===== src/rtl/mpsd_pkg.sv =====
// shared types and constants of the motor pwm slew and deadband driver
// no dependencies; every other file of the block refers to it by scoped names

package mpsd_pkg;

    // fixed width of the signed motor command
    localparam int CMD_WIDTH = 16;

    // configuration register index
    localparam int CFG_INDEX_WIDTH = 2;
    localparam logic [CFG_INDEX_WIDTH-1:0] REG_MAX_DUTY    = 2'd0;
    localparam logic [CFG_INDEX_WIDTH-1:0] REG_MIN_MOVING  = 2'd1;
    localparam logic [CFG_INDEX_WIDTH-1:0] REG_SLEW_STEP   = 2'd2;

    // sequencer states of the top level
    typedef enum logic [2:0] {
        ST_IDLE,
        ST_PREP,
        ST_MUL,
        ST_DIV,
        ST_SLEW,
        ST_OUT
    } drv_state_t;

    // status of a bit-serial arithmetic unit
    typedef struct packed {
        logic busy;
        logic done;
    } unit_status_t;

endpackage


===== src/rtl/mpsd_ifs.sv =====
// valid/ready channel interfaces of the motor pwm driver
// depends on mpsd_pkg for the command and register index widths

interface mpsd_cmd_if;
    logic                                  valid;
    logic                                  ready;
    logic                                  mode;
    logic signed [mpsd_pkg::CMD_WIDTH-1:0] command;

    modport source (output valid, mode, command, input ready);
    modport sink   (input valid, mode, command, output ready);
endinterface

interface mpsd_res_if #(parameter int DUTY_WIDTH = 8);
    logic                         valid;
    logic                         ready;
    logic [DUTY_WIDTH-1:0]        duty;
    logic                         forward_enable;
    logic                         backward_enable;
    logic signed [DUTY_WIDTH:0]   applied_pwm;

    modport source (output valid, duty, forward_enable, backward_enable, applied_pwm,
                    input ready);
    modport sink   (input valid, duty, forward_enable, backward_enable, applied_pwm,
                    output ready);
endinterface

interface mpsd_cfg_if #(parameter int DUTY_WIDTH = 8);
    logic                                  valid;
    logic                                  ready;
    logic [mpsd_pkg::CFG_INDEX_WIDTH-1:0]  index;
    logic [DUTY_WIDTH-1:0]                 data;

    modport source (output valid, index, data, input ready);
    modport sink   (input valid, index, data, output ready);
endinterface


===== src/rtl/mpsd_mul.sv =====
// bit-serial shift-add multiplier, one multiplier bit per cycle
// depends on mpsd_pkg for the unit status struct

module mpsd_mul #(
    parameter int W = 8
) (
    input  logic                   clk,
    input  logic                   rst_n,
    input  logic                   start,
    input  logic [W-1:0]           a,
    input  logic [W-1:0]           b,
    output logic [2*W-1:0]         product,
    output mpsd_pkg::unit_status_t status
);

    localparam int CNT_W = $clog2(W + 1);

    logic [CNT_W-1:0] cnt_reg, cnt_next;
    logic             busy_reg, busy_next;
    logic             done_reg, done_next;
    logic [2*W-1:0]   acc_reg, acc_next;
    logic [2*W-1:0]   a_sh_reg, a_sh_next;
    logic [W-1:0]     b_sh_reg, b_sh_next;

    // control: count W steps after start
    always_comb
    begin
        cnt_next  = cnt_reg;
        busy_next = busy_reg;
        done_next = 1'b0;
        if (start)
        begin
            cnt_next  = CNT_W'(W);
            busy_next = 1'b1;
        end
        else if (busy_reg)
        begin
            cnt_next = cnt_reg - 1'b1;
            if (cnt_reg == CNT_W'(1))
            begin
                busy_next = 1'b0;
                done_next = 1'b1;
            end
        end
    end

    // datapath: add shifted multiplicand when the low multiplier bit is set
    always_comb
    begin
        acc_next  = acc_reg;
        a_sh_next = a_sh_reg;
        b_sh_next = b_sh_reg;
        if (start)
        begin
            acc_next  = '0;
            a_sh_next = (2*W)'(a);
            b_sh_next = b;
        end
        else if (busy_reg)
        begin
            if (b_sh_reg[0])
            begin
                acc_next = acc_reg + a_sh_reg;
            end
            a_sh_next = a_sh_reg << 1;
            b_sh_next = b_sh_reg >> 1;
        end
    end

    always_ff @(posedge clk or negedge rst_n)
    begin
        if (!rst_n)
        begin
            cnt_reg  <= '0;
            busy_reg <= 1'b0;
            done_reg <= 1'b0;
        end
        else
        begin
            cnt_reg  <= cnt_next;
            busy_reg <= busy_next;
            done_reg <= done_next;
        end
    end

    always_ff @(posedge clk)
    begin
        acc_reg  <= acc_next;
        a_sh_reg <= a_sh_next;
        b_sh_reg <= b_sh_next;
    end

    assign product     = acc_reg;
    assign status.busy = busy_reg;
    assign status.done = done_reg;

endmodule


===== src/rtl/mpsd_div.sv =====
// bit-serial restoring divider, one quotient bit per cycle
// depends on mpsd_pkg; needs numerator below divisor shifted up by W bits

module mpsd_div #(
    parameter int W = 8
) (
    input  logic                   clk,
    input  logic                   rst_n,
    input  logic                   start,
    input  logic [2*W-1:0]         num,
    input  logic [W-1:0]           den,
    output logic [W-1:0]           quotient,
    output mpsd_pkg::unit_status_t status
);

    localparam int CNT_W = $clog2(W + 1);

    logic [CNT_W-1:0] cnt_reg, cnt_next;
    logic             busy_reg, busy_next;
    logic             done_reg, done_next;
    logic [W-1:0]     rem_reg, rem_next;
    logic [W-1:0]     low_reg, low_next;
    logic [W-1:0]     den_reg, den_next;
    logic [W:0]       partial;
    logic [W+1:0]     diff;

    // control: count W quotient bits after start
    always_comb
    begin
        cnt_next  = cnt_reg;
        busy_next = busy_reg;
        done_next = 1'b0;
        if (start)
        begin
            cnt_next  = CNT_W'(W);
            busy_next = 1'b1;
        end
        else if (busy_reg)
        begin
            cnt_next = cnt_reg - 1'b1;
            if (cnt_reg == CNT_W'(1))
            begin
                busy_next = 1'b0;
                done_next = 1'b1;
            end
        end
    end

    // trial subtract of the divisor from the shifted remainder
    assign partial = {rem_reg, low_reg[W-1]};
    assign diff    = {1'b0, partial} - {2'b00, den_reg};

    // datapath: quotient bits shift into the low half
    always_comb
    begin
        rem_next = rem_reg;
        low_next = low_reg;
        den_next = den_reg;
        if (start)
        begin
            rem_next = num[2*W-1:W];
            low_next = num[W-1:0];
            den_next = den;
        end
        else if (busy_reg)
        begin
            if (!diff[W+1])
            begin
                rem_next = diff[W-1:0];
                low_next = {low_reg[W-2:0], 1'b1};
            end
            else
            begin
                rem_next = partial[W-1:0];
                low_next = {low_reg[W-2:0], 1'b0};
            end
        end
    end

    always_ff @(posedge clk or negedge rst_n)
    begin
        if (!rst_n)
        begin
            cnt_reg  <= '0;
            busy_reg <= 1'b0;
            done_reg <= 1'b0;
        end
        else
        begin
            cnt_reg  <= cnt_next;
            busy_reg <= busy_next;
            done_reg <= done_next;
        end
    end

    always_ff @(posedge clk)
    begin
        rem_reg <= rem_next;
        low_reg <= low_next;
        den_reg <= den_next;
    end

    assign quotient    = low_reg;
    assign status.busy = busy_reg;
    assign status.done = done_reg;

endmodule


===== src/rtl/motor_pwm_slew_deadband_driver.sv =====
// top level of the motor pwm driver: registers, sequencer, slew limiter, output stage
// depends on mpsd_pkg, mpsd_ifs, mpsd_mul and mpsd_div
//
//  channel | dir | payload                                          | handshake
//  cmd     | in  | mode, command                                    | valid/ready
//  res     | out | duty, forward_enable, backward_enable, applied_pwm| valid/ready
//  cfg     | in  | index, data                                      | valid/ready
//
// one word at a time: a ramped word with a nonzero command and max_duty above one passes
// through PREP, MUL, DIV, SLEW and OUT, waiting on the serial multiplier and divider;
// other ramped words pass through PREP, SLEW and OUT and raw words through PREP and OUT;
// the next word is taken from IDLE, in the cycle after the result is loaded.
// reset loads max_duty all ones, min_moving_duty and slew_step zero, applied duty zero.
// a result waits in the output register; the next word is taken meanwhile and stalls
// only at its output step. cfg is always ready.

module motor_pwm_slew_deadband_driver #(
    parameter int DUTY_WIDTH = 8
) (
    input  logic       clk,
    input  logic       rst_n,
    mpsd_cmd_if.sink   cmd,
    mpsd_res_if.source res,
    mpsd_cfg_if.sink   cfg
);

    localparam int W  = DUTY_WIDTH;
    localparam int CW = mpsd_pkg::CMD_WIDTH;

    mpsd_pkg::drv_state_t state_reg, state_next;

    logic [W-1:0]        max_duty_reg, max_duty_next;
    logic [W-1:0]        min_moving_reg, min_moving_next;
    logic [W-1:0]        slew_step_reg, slew_step_next;
    logic signed [W:0]   present_reg, present_next;
    logic signed [W:0]   target_reg, target_next;
    logic [W-1:0]        lo_reg, lo_next;
    logic                mode_reg, mode_next;
    logic [CW-1:0]       cmd_reg, cmd_next;
    logic                out_valid_reg, out_valid_next;
    logic [W-1:0]        duty_reg, duty_next;
    logic                fwd_reg, fwd_next;
    logic                bwd_reg, bwd_next;
    logic signed [W:0]   applied_reg, applied_next;

    logic                cmd_neg;
    logic [CW-1:0]       cmd_mag;
    logic [W-1:0]        xc;
    logic [W-1:0]        lo;
    logic [W:0]          xc_signed;
    logic [W-1:0]        mapped;
    logic [W:0]          mapped_signed;
    logic [W:0]          max_signed;

    logic                mul_start;
    logic [2*W-1:0]      product;
    logic [W-1:0]        quotient;
    logic                div_start;
    mpsd_pkg::unit_status_t mul_stat;
    mpsd_pkg::unit_status_t div_stat;

    logic signed [W+1:0] p2, t2, s2, up, dn;
    logic [W:0]          abs_p;
    logic                out_free;

    // configuration writes
    assign cfg.ready = 1'b1;

    always_comb
    begin
        max_duty_next   = max_duty_reg;
        min_moving_next = min_moving_reg;
        slew_step_next  = slew_step_reg;
        if (cfg.valid)
        begin
            case (cfg.index)
                mpsd_pkg::REG_MAX_DUTY:   max_duty_next   = cfg.data;
                mpsd_pkg::REG_MIN_MOVING: min_moving_next = cfg.data;
                mpsd_pkg::REG_SLEW_STEP:  slew_step_next  = cfg.data;
                default:                  ;
            endcase
        end
    end

    // command magnitude, clamp to max and deadband floor
    assign cmd_neg   = cmd_reg[CW-1];
    assign cmd_mag   = cmd_neg ? (~cmd_reg + 1'b1) : cmd_reg;
    assign xc        = (cmd_mag > CW'(max_duty_reg)) ? max_duty_reg : cmd_mag[W-1:0];
    assign lo        = (min_moving_reg > max_duty_reg) ? max_duty_reg : min_moving_reg;
    assign xc_signed = cmd_neg ? (~{1'b0, xc} + 1'b1) : {1'b0, xc};
    assign max_signed = cmd_neg ? (~{1'b0, max_duty_reg} + 1'b1) : {1'b0, max_duty_reg};

    // mapped value after the divide, with the command sign
    assign mapped        = quotient + lo_reg;
    assign mapped_signed = cmd_neg ? (~{1'b0, mapped} + 1'b1) : {1'b0, mapped};

    // slew limiter arithmetic
    assign p2 = {present_reg[W], present_reg};
    assign t2 = {target_reg[W], target_reg};
    assign s2 = {2'b00, slew_step_reg};
    assign up = p2 + s2;
    assign dn = p2 - s2;

    // output magnitude of the applied duty
    assign abs_p    = present_reg[W] ? (~present_reg + 1'b1) : present_reg;
    assign out_free = !out_valid_reg || res.ready;

    mpsd_mul #(.W(W)) u_mul (
        .clk     (clk),
        .rst_n   (rst_n),
        .start   (mul_start),
        .a       (xc - 1'b1),
        .b       (max_duty_reg - lo),
        .product (product),
        .status  (mul_stat)
    );

    mpsd_div #(.W(W)) u_div (
        .clk      (clk),
        .rst_n    (rst_n),
        .start    (div_start),
        .num      (product),
        .den      (max_duty_reg - 1'b1),
        .quotient (quotient),
        .status   (div_stat)
    );

    // sequencer: next state and datapath updates
    always_comb
    begin
        state_next     = state_reg;
        present_next   = present_reg;
        target_next    = target_reg;
        lo_next        = lo_reg;
        mode_next      = mode_reg;
        cmd_next       = cmd_reg;
        out_valid_next = out_valid_reg;
        duty_next      = duty_reg;
        fwd_next       = fwd_reg;
        bwd_next       = bwd_reg;
        applied_next   = applied_reg;
        mul_start      = 1'b0;
        div_start      = 1'b0;
        cmd.ready      = (state_reg == mpsd_pkg::ST_IDLE);

        if (out_valid_reg && res.ready)
        begin
            out_valid_next = 1'b0;
        end

        case (state_reg)
            mpsd_pkg::ST_IDLE:
            begin
                if (cmd.valid)
                begin
                    mode_next  = cmd.mode;
                    cmd_next   = cmd.command;
                    state_next = mpsd_pkg::ST_PREP;
                end
            end
            mpsd_pkg::ST_PREP:
            begin
                lo_next = lo;
                if (mode_reg)
                begin
                    present_next = xc_signed;
                    state_next   = mpsd_pkg::ST_OUT;
                end
                else if (cmd_reg == '0 || max_duty_reg == '0)
                begin
                    target_next = '0;
                    state_next  = mpsd_pkg::ST_SLEW;
                end
                else if (max_duty_reg == W'(1))
                begin
                    target_next = max_signed;
                    state_next  = mpsd_pkg::ST_SLEW;
                end
                else
                begin
                    mul_start  = 1'b1;
                    state_next = mpsd_pkg::ST_MUL;
                end
            end
            mpsd_pkg::ST_MUL:
            begin
                if (mul_stat.done)
                begin
                    div_start  = 1'b1;
                    state_next = mpsd_pkg::ST_DIV;
                end
            end
            mpsd_pkg::ST_DIV:
            begin
                if (div_stat.done)
                begin
                    target_next = mapped_signed;
                    state_next  = mpsd_pkg::ST_SLEW;
                end
            end
            mpsd_pkg::ST_SLEW:
            begin
                if (target_reg == '0 || slew_step_reg == '0)
                begin
                    present_next = target_reg;
                end
                else if (t2 > p2)
                begin
                    present_next = (up < t2) ? up[W:0] : target_reg;
                end
                else if (t2 < p2)
                begin
                    present_next = (dn > t2) ? dn[W:0] : target_reg;
                end
                state_next = mpsd_pkg::ST_OUT;
            end
            mpsd_pkg::ST_OUT:
            begin
                if (out_free)
                begin
                    duty_next      = (abs_p > {1'b0, max_duty_reg}) ? max_duty_reg
                                                                    : abs_p[W-1:0];
                    fwd_next       = !present_reg[W] && (present_reg != '0);
                    bwd_next       = present_reg[W];
                    applied_next   = present_reg;
                    out_valid_next = 1'b1;
                    state_next     = mpsd_pkg::ST_IDLE;
                end
            end
            default:
            begin
                state_next = mpsd_pkg::ST_IDLE;
            end
        endcase
    end

    // control and state registers
    always_ff @(posedge clk or negedge rst_n)
    begin
        if (!rst_n)
        begin
            state_reg      <= mpsd_pkg::ST_IDLE;
            max_duty_reg   <= '1;
            min_moving_reg <= '0;
            slew_step_reg  <= '0;
            present_reg    <= '0;
            out_valid_reg  <= 1'b0;
        end
        else
        begin
            state_reg      <= state_next;
            max_duty_reg   <= max_duty_next;
            min_moving_reg <= min_moving_next;
            slew_step_reg  <= slew_step_next;
            present_reg    <= present_next;
            out_valid_reg  <= out_valid_next;
        end
    end

    // payload registers
    always_ff @(posedge clk)
    begin
        target_reg  <= target_next;
        lo_reg      <= lo_next;
        mode_reg    <= mode_next;
        cmd_reg     <= cmd_next;
        duty_reg    <= duty_next;
        fwd_reg     <= fwd_next;
        bwd_reg     <= bwd_next;
        applied_reg <= applied_next;
    end

    assign res.valid           = out_valid_reg;
    assign res.duty            = duty_reg;
    assign res.forward_enable  = fwd_reg;
    assign res.backward_enable = bwd_reg;
    assign res.applied_pwm     = applied_reg;

endmodule


===== src/flat_wrapper.sv =====
// flat-port wrapper written by rule: the top's interface ports become plain ports
module motor_pwm_slew_deadband_driver_flat 
#(
    parameter int DUTY_WIDTH = 8
)
  (clk, rst_n, cmd_valid, cmd_mode, cmd_command, cmd_ready, res_valid, res_duty, res_forward_enable, res_backward_enable, res_applied_pwm, res_ready, cfg_valid, cfg_index, cfg_data, cfg_ready);
  mpsd_cmd_if cmd_i ();
  mpsd_res_if #(.DUTY_WIDTH(DUTY_WIDTH)) res_i ();
  mpsd_cfg_if #(.DUTY_WIDTH(DUTY_WIDTH)) cfg_i ();
  input  logic clk;
  input  logic rst_n;
  input wire logic [$bits(cmd_i.valid)-1:0] cmd_valid;
  input wire logic [$bits(cmd_i.mode)-1:0] cmd_mode;
  input wire logic [$bits(cmd_i.command)-1:0] cmd_command;
  output wire logic [$bits(cmd_i.ready)-1:0] cmd_ready;
  output wire logic [$bits(res_i.valid)-1:0] res_valid;
  output wire logic [$bits(res_i.duty)-1:0] res_duty;
  output wire logic [$bits(res_i.forward_enable)-1:0] res_forward_enable;
  output wire logic [$bits(res_i.backward_enable)-1:0] res_backward_enable;
  output wire logic [$bits(res_i.applied_pwm)-1:0] res_applied_pwm;
  input wire logic [$bits(res_i.ready)-1:0] res_ready;
  input wire logic [$bits(cfg_i.valid)-1:0] cfg_valid;
  input wire logic [$bits(cfg_i.index)-1:0] cfg_index;
  input wire logic [$bits(cfg_i.data)-1:0] cfg_data;
  output wire logic [$bits(cfg_i.ready)-1:0] cfg_ready;
  assign cmd_i.valid = cmd_valid;
  assign cmd_i.mode = cmd_mode;
  assign cmd_i.command = cmd_command;
  assign cmd_ready = cmd_i.ready;
  assign res_valid = res_i.valid;
  assign res_duty = res_i.duty;
  assign res_forward_enable = res_i.forward_enable;
  assign res_backward_enable = res_i.backward_enable;
  assign res_applied_pwm = res_i.applied_pwm;
  assign res_i.ready = res_ready;
  assign cfg_i.valid = cfg_valid;
  assign cfg_i.index = cfg_index;
  assign cfg_i.data = cfg_data;
  assign cfg_ready = cfg_i.ready;
  motor_pwm_slew_deadband_driver #(.DUTY_WIDTH(DUTY_WIDTH)) u_core (.clk(clk), .rst_n(rst_n), .cmd(cmd_i), .res(res_i), .cfg(cfg_i));
endmodule

===== config.mk =====
export PLATFORM = sky130hd
export DESIGN_NAME = motor_pwm_slew_deadband_driver_flat
export DESIGN_NICKNAME = d
export VERILOG_FILES = /design/src/rtl/mpsd_pkg.sv /design/src/rtl/mpsd_ifs.sv /design/src/rtl/mpsd_mul.sv /design/src/rtl/mpsd_div.sv /design/src/rtl/motor_pwm_slew_deadband_driver.sv /design/src/flat_wrapper.sv
export SDC_FILE = /design/constraint.sdc
export NUM_CORES = 1
export LEC_CHECK = 0
export ABC_AREA = 1
export BUFFER_PORTS_ARGS = -buffer_cell sky130_fd_sc_hd__buf_4
export CELL_PAD_IN_SITES_DETAIL_PLACEMENT = 1
export CELL_PAD_IN_SITES_GLOBAL_PLACEMENT = 2
export CORE_ASPECT_RATIO = 0.75
export CORE_MARGIN = 5
export CORE_UTILIZATION = 37
export DETAILED_ROUTE_END_ITERATION = 8
export PLACE_DENSITY_LB_ADDON = 0.1
export SETUP_SLACK_MARGIN = 0.15
export SYNTH_ARGS = -nofsm -noshare
export SYNTH_HDL_FRONTEND = slang
export SYNTH_HIERARCHICAL = 1
export SYNTH_SLANG_ARGS = --single-unit

===== constraint.sdc =====
create_clock -name clk -period 4.3 [get_ports clk]
set_input_delay 0 -clock clk [delete_from_list [all_inputs] [get_ports clk]]
set_output_delay 0 -clock clk [all_outputs]
set_load 0.05 [all_outputs]

==> results of run 1 <==
-- worst min-delay path by stage --
stage	cells past startpoint	start	slack [ns]	to
6_report	5	cmd_valid	0.04	u_core/state_reg[0]
3_5_place_dp	1	rst_n	0.12	u_core/min_moving_reg[1]
2_1_floorplan	0	rst_n	-0.30	u_core/min_moving_reg[0]
3_3_place_gp	1	rst_n	0.12	u_core/min_moving_reg[2]
4_1_cts	5	cmd_valid	0.02	u_core/state_reg[0]
5_1_grt	5	cmd_valid	0.07	u_core/state_reg[0]
-- power by group through the flow --
stage               logic, W  registers, W  clock network (W)
finish               0.00768       0.00289            0.00151
global route         0.00866       0.00295            0.00162
CTS                  0.00735       0.00290            0.00156
detailed placement   0.00727       0.00293                  0
global placement     0.00710       0.00292                  0
floorplan            0.00515       0.00278                  0
-- layout by cell type, fill, tap and decap left out, drive strengths merged, types with 2 or more instances in the layout --
| cell | instances |
|---|---|
| o21ai | 108 |
| o211ai | 19 |
| buf | 103 |
| xnor2 | 8 |
| fa | 6 |
| clkinv | 5 |
| nand3 | 105 |
| a21o | 2 |
| a31oi | 6 |
| o21a | 2 |
| clkbuf | 18 |
| nand3b | 6 |
| nor2 | 124 |
| xor2 | 50 |
| dfrtp | 41 |
| ha | 116 |
| a211oi | 3 |
| inv | 268 |
| or2 | 11 |
| nor4 | 8 |
| edfxtp | 92 |
| nand2 | 450 |
| nand4 | 21 |
| o22ai | 14 |
| o21bai | 10 |
| nor3 | 17 |
| dfstp | 8 |
| dfxtp | 24 |
| o31ai | 2 |
| dlygate4sd3 | 27 |
| clkinvlp | 3 |
| a21oi | 86 |
-- worst min-delay path: cells and delay by family --
kind	cells	cell delay, ns
buf+inv	2	0.19
compound gates	2	0.15
simple gates	1	0.11
-- stage by stage --
step	worst slack, ns	total power [W]
floorplan	0.617	0.00794
global placement	0.247	0.0100
detailed placement	0.220	0.0102
CTS	0.184	0.0118
global route	0.124	0.0132
finish	0.409	0.0121
-- cell type report --
cell class	count	share of cell area (%)
flip-flops and latches	165	30.9
multi-input cells	1181	47.3
clock buffers	18	2.96
well taps	450	3.89
repair buffers	130	7.18
inverters	262	6.86
clock inverters	14	0.889
-- layer usage --
metal | global-route usage (%) | share of wire [%] | up-vias | routed length, µm
met4 | 4.47 | 1.1 | 0 | 457
met1 | 33.5 | 53 | 5429 | 21900
li1 | - | - | 5609 | -
met2 | 32.8 | 42 | 215 | 17300
met5 | 0 | 0 | - | 0
met3 | 4.20 | 4.5 | 32 | 1890
-- repair_timing --
action / in CTS / in global routing
hold buffers: 27 / 0
hold endpoints to repair: 83 / 0
setup buffers: 0 / 22
endpoints found under the setup margin: 0 / 12
resized for setup: 0 / 16
==> metrics.txt, run 1 <==
status=finished, final reports clean; fin area=~14000 µm²; largest stage delay on the critical path=about 0.46 ns; vias post-DR=between 10000 and 15000; std cell rows=a little under 60; Reg-to-Reg End=u_core/present_reg[0]; Worst setup EP type=register; FMAX=~260 MHz; crit path from=u_core/slew_step_reg[0]; Layout area overhead=16.1%; Initial DRT Pass Iterations=7; Worst Reg-to-Reg Cells=24; Final Hold Fails=0; # Max-Cap Violations=0; Clock transition at path regs=approximately 0.08 ns; maximum VDD drop=around 0.33 mV; Clock Latency Late Sink=roughly 0.45 ns; Core ar.=33400 µm²; DP Area=13500 µm²; part of the power in the clock network=12.5%; GRT Residual Overflow=0; RePlAce Congestion=just under 0.9; Crit path top cell by count=nand2_1; DRC Markers=0; worst-margin pin slew=about 1.1 ns; multi-input logic area=between 6000 and 7000 µm²; nets=1911; R2R setup slack=~0.4 ns; PortBufs=52; Fin Hold WS=roughly 0.041 ns; Setup TNS Final=0 ns; H-tree depth=4; synth warn=6; Crit path max-delay family=simple AND/OR/NAND/NOR gates; clock sink count=165; ratio of cells with drive above 1 in the final layout=13.3%; slowest library cell on the worst path=dfrtp_2; antenna violations before repair=0; Pins Over Slew Limit=0; Buf/Inv on CP=4; Via-to-Cell Ratio=between 5 and 6; Post-Synthesis Cells=1646; Detailed Route WL=just over 40000 µm; post-DP HPWL=between 30000 and 40000 µm; Comb pwr share=about 64%; Die Ht=169 µm; # diodes=0; Inst Count DP=~2100; Cell Count, Final, Fillers Out=2220; Final Util=roughly 43%; Die W=222 µm; largest net degree at the start of global routing=50; register share of total power=approximately a quarter; Final Critical Period=3.89 ns; Worst EP required=~4.7 ns; I/O Pins=54; HP Class=in -> reg; Syn Area/Cell=between 7 and 8 µm²; Sw Share=51.6%; Worst Setup Path Type=reg -> reg; crit path DAT=between 4 and 5 ns; cell area power density=834 nW/µm²; Int Power=0.00584 W; DRT antenna net count=0; WL/cell=roughly 19 µm; Synth Cell Area=between 10000 and 15000 µm²; switching power=~0.0062 W; final setup vio count=0; fillcell total=4144; CP cell instances=ha_1 > fa_1 > nand3_1 > nand2_1 > nand2_1 > nand2_1 > a21oi_2 > xor2_1 > inv_1 > ha_1 > nand2_1 > nor3_2 > o211ai_1 > nand3_1 > nand2_1 > nand2_2 > clkinvlp_4 > buf_4 > buf_4 > a21oi_1 > o21ai_0 > nand3_1 > nand2_1 > a31oi_1; crit-path max FO=5; gr usage total=about 22%; Reg area=between 4000 and 5000 µm²; CTS Root Cell=clkbuf_16; Max Clock Skew=0.0125 ns; total die area=roughly 38000 µm²; TritonCTS Buffers=17; DR iter-0 viols=a little over 600; Starting Density=a little under two fifths; unrepaired setup endpoints after global routing=no; number of global-route vias before repair=roughly 11000; period utilization=90.5%; CTS tree=yes; worst reg2reg path startpoint=u_core/slew_step_reg[0]; critical path endpoint=u_core/present_reg[0]; global-route wire length before repair=65300 µm; Leak=approximately 7 nW; Longest Clk Path Bufs=2; Worst Setup Start Kind=register; Mapped Nets=1800; Relative slew margins=23.4%; Worst path depth=24
(Power assumes the default switching activity.)
==> run 2, diff against run 1 <==
Settings changed: CORE_UTILIZATION 37 to 38, CTS_BUF_LIST set to sky130_fd_sc_hd__clkbuf_8, PLACE_DENSITY set to 0.81, PLACE_DENSITY_LB_ADDON 0.1 to not set.
==> run 2 against run 1 <==
Compared with the run above:
- design area down 0.95%
- cell count down 0.32%
- combinational power up 0.5%
- highest routed layer unchanged
==> metrics.txt, run 2 (synthesized netlist as in run 1, its figures left out) <==
status=finished, final reports clean; FMAX=254 MHz (-1.1%); worst-margin pin slew=1.11 ns (-0.0393 ns); GRT Residual Overflow=0 (unchanged); largest stage delay on the critical path=0.46 ns (about the same); total die area=36600 µm² (-2.5%); most common cell after layout, fill and taps aside=nand2_1; H-tree depth=4 (unchanged); Detailed Route WL=40400 µm (-2.7%); Final Critical Period=3.93 ns (+0.0441 ns); DRC Markers=0 (unchanged); Worst Setup Start Kind=register; HP Class=in -> async; Starting Density=38.5% (+1.2 points); Die W=219 µm (-1.3%); crit path DAT=4.32 ns (+0.07 ns); Longest Clk Path Bufs=2 (unchanged); DR iter-0 viols=666 (+9.4%); final setup vio count=0 (unchanged); clock sink count=165 (unchanged); PortBufs=52 (unchanged); Leak=7.04 nW (-1.2%); slowest library cell on the worst path=dfrtp_2; Final Hold Fails=0 (unchanged); most frequent cells in the layout=421 x nand2_1, 242 x inv_1, 114 x ha_1; ratio of cells with drive above 1 in the final layout=13.6% (+0.27 points); nets=1912 (+0.052%); Relative slew margins=26.0% (+2.6 points); # Max-Cap Violations=0 (unchanged); Max Clock Skew=0.0133 ns (+0.000879 ns); Worst Setup Path Type=reg -> reg; vias post-DR=11337 (+0.46%); std cell rows=57 (-1.7%); WL/cell=18.2 µm (-2.4%); Layout area overhead=15.0%; global-route wire length before repair=63500 µm (-2.8%); RePlAce Congestion=0.899 (+2.7%); # diodes=0 (unchanged); Final Util=44.3% (+0.92 points); Core ar.=32400 µm² (-3.0%); Clock Latency Late Sink=0.49 ns (+0.04 ns); post-DP HPWL=31800 µm (-3.3%); TritonCTS Buffers=17 (unchanged); DRT antenna net count=0 (unchanged); Setup TNS Final=0 ns (unchanged); CP cell instances=buf_4 > ha_1 > inv_1 > fa_1 > a21oi_1 > o21ai_1 > a21oi_1 > o21bai_1 > xor2_1 > inv_1 > ha_1 > nand2_1 > nor2_1 > o211ai_1 > nand4_1 > nand2_4 > clkinvlp_4 > buf_4 > o211ai_1 > nand3_1 > a21oi_1 > a21oi_1; largest net degree at the start of global routing=50 (unchanged); Clock transition at path regs=0.10 ns (+0.02 ns); Die Ht=167 µm (-1.2%); Via-to-Cell Ratio=5.12 (+0.78%); gr usage total=22.0% (-0.043 points); crit-path max FO=11 (+6); Crit path top cell by count=a21oi_1; Worst EP required=4.68 ns (+0.02 ns); Worst setup EP type=register; antenna violations before repair=0 (unchanged); number of global-route vias before repair=11487 (+0.23%); Pins Over Slew Limit=0 (unchanged); maximum VDD drop=0.371 mV (+14%); cell area power density=817 nW/µm² (-2.0%); CTS tree=yes; Initial DRT Pass Iterations=5 (-2); period utilization=91.5% (+1.0 points); Fin Hold WS=0.109 ns (+0.0672 ns); CTS Root Cell=clkbuf_8; unrepaired setup endpoints after global routing=yes; I/O Pins=54 (unchanged)
run 2: cell types whose count changed in the layout (fill, tap and decap cells not counted), sizes merged:
cell         previous run  this run
clkbuf                 18        17
clkinvlp                3         6
dlygate4sd3            27        28
clkinv                  5         8
inv                   268       263
run 2: stage by stage:
stage / setup slack (ns) / instances / instance area (µm²) / total power (W)
after detailed placement: 0.120 / 2129 / 13400 / 0.0101
after global routing: 0.101 / 2213 / 14400 / 0.0128
after CTS: 0.200 / 2189 / 14100 / 0.0114
final: 0.365 / 2213 / 14400 / 0.0117
after floorplan: 0.617 / 1646 / 12500 / 0.00794
after global placement: 0.143 / 2129 / 13400 / 0.00994
run 2: final cells by class:
class	instances	area, µm²
clock buffer	17	234
clock inverter	15	145
fill	4050	18000
inverter	262	998
multi-input combinational	1181	6880
sequential	165	4480
tap	442	553
timing repair buffer	131	1070
run 2: what timing repair did:
item                                    4_1_cts  5_1_grt
hold endpoints to repair                     92        0
endpoints found under the setup margin        2       11
hold buffers                                 28        0
gates resized for setup                       2       21
pin swaps                                     0        3
setup buffers                                 0       24
run 2: worst max-delay path: cells and delay by family (launching register included):
family                   cells  cell delay [ns]
flip-flops                   1             0.46
adder cells (fa/ha/maj)      3             0.68
AND/OR/NAND/NOR              5             0.66
AO/OA/AOI/OAI                8             1.12
buffers and inverters        5             0.66
XOR/XNOR                     1             0.24
run 2: final timing paths:
| kind | from | slack (ns) | end | cells past startpoint |
|---|---|---|---|---|
| setup / recovery | u_core/slew_step_reg[0] | 0.37 | u_core/present_reg[7] | 22 |
| hold / removal | rst_n | 0.11 | u_core/min_moving_reg[0] | 2 |
| setup reg to reg | u_core/slew_step_reg[0] | 0.37 | u_core/present_reg[7] | 22 |
| hold reg to reg | u_core/u_div/cnt_reg[3] | 0.50 | u_core/u_div/cnt_reg[3] | 1 |
| max in group asynchronous | rst_n | 3.64 | u_core/present_reg[0] | 2 |
| min in group clk | cfg_valid | 0.20 | u_core/max_duty_reg[6] | 3 |
run 2: report_power, final:
group | total [W] | switching, W | internal [W]
clock | 0.00113 | 0.000705 | 0.000427
sequential | 0.00288 | 0.000488 | 0.00239
combinational | 0.00772 | 0.00499 | 0.00273
total | 0.0117 | 0.00618 | 0.00555
run 2: per-layer routing:
layer / track usage (%) / vias to the layer above / part of all wire (%)
met5: 0 / - / 0
met4: 5.08 / 0 / 1.4
met3: 3.19 / 38 / 3.9
met2: 33.1 / 191 / 42
met1: 33.5 / 5516 / 52
li1: - / 5592 / -
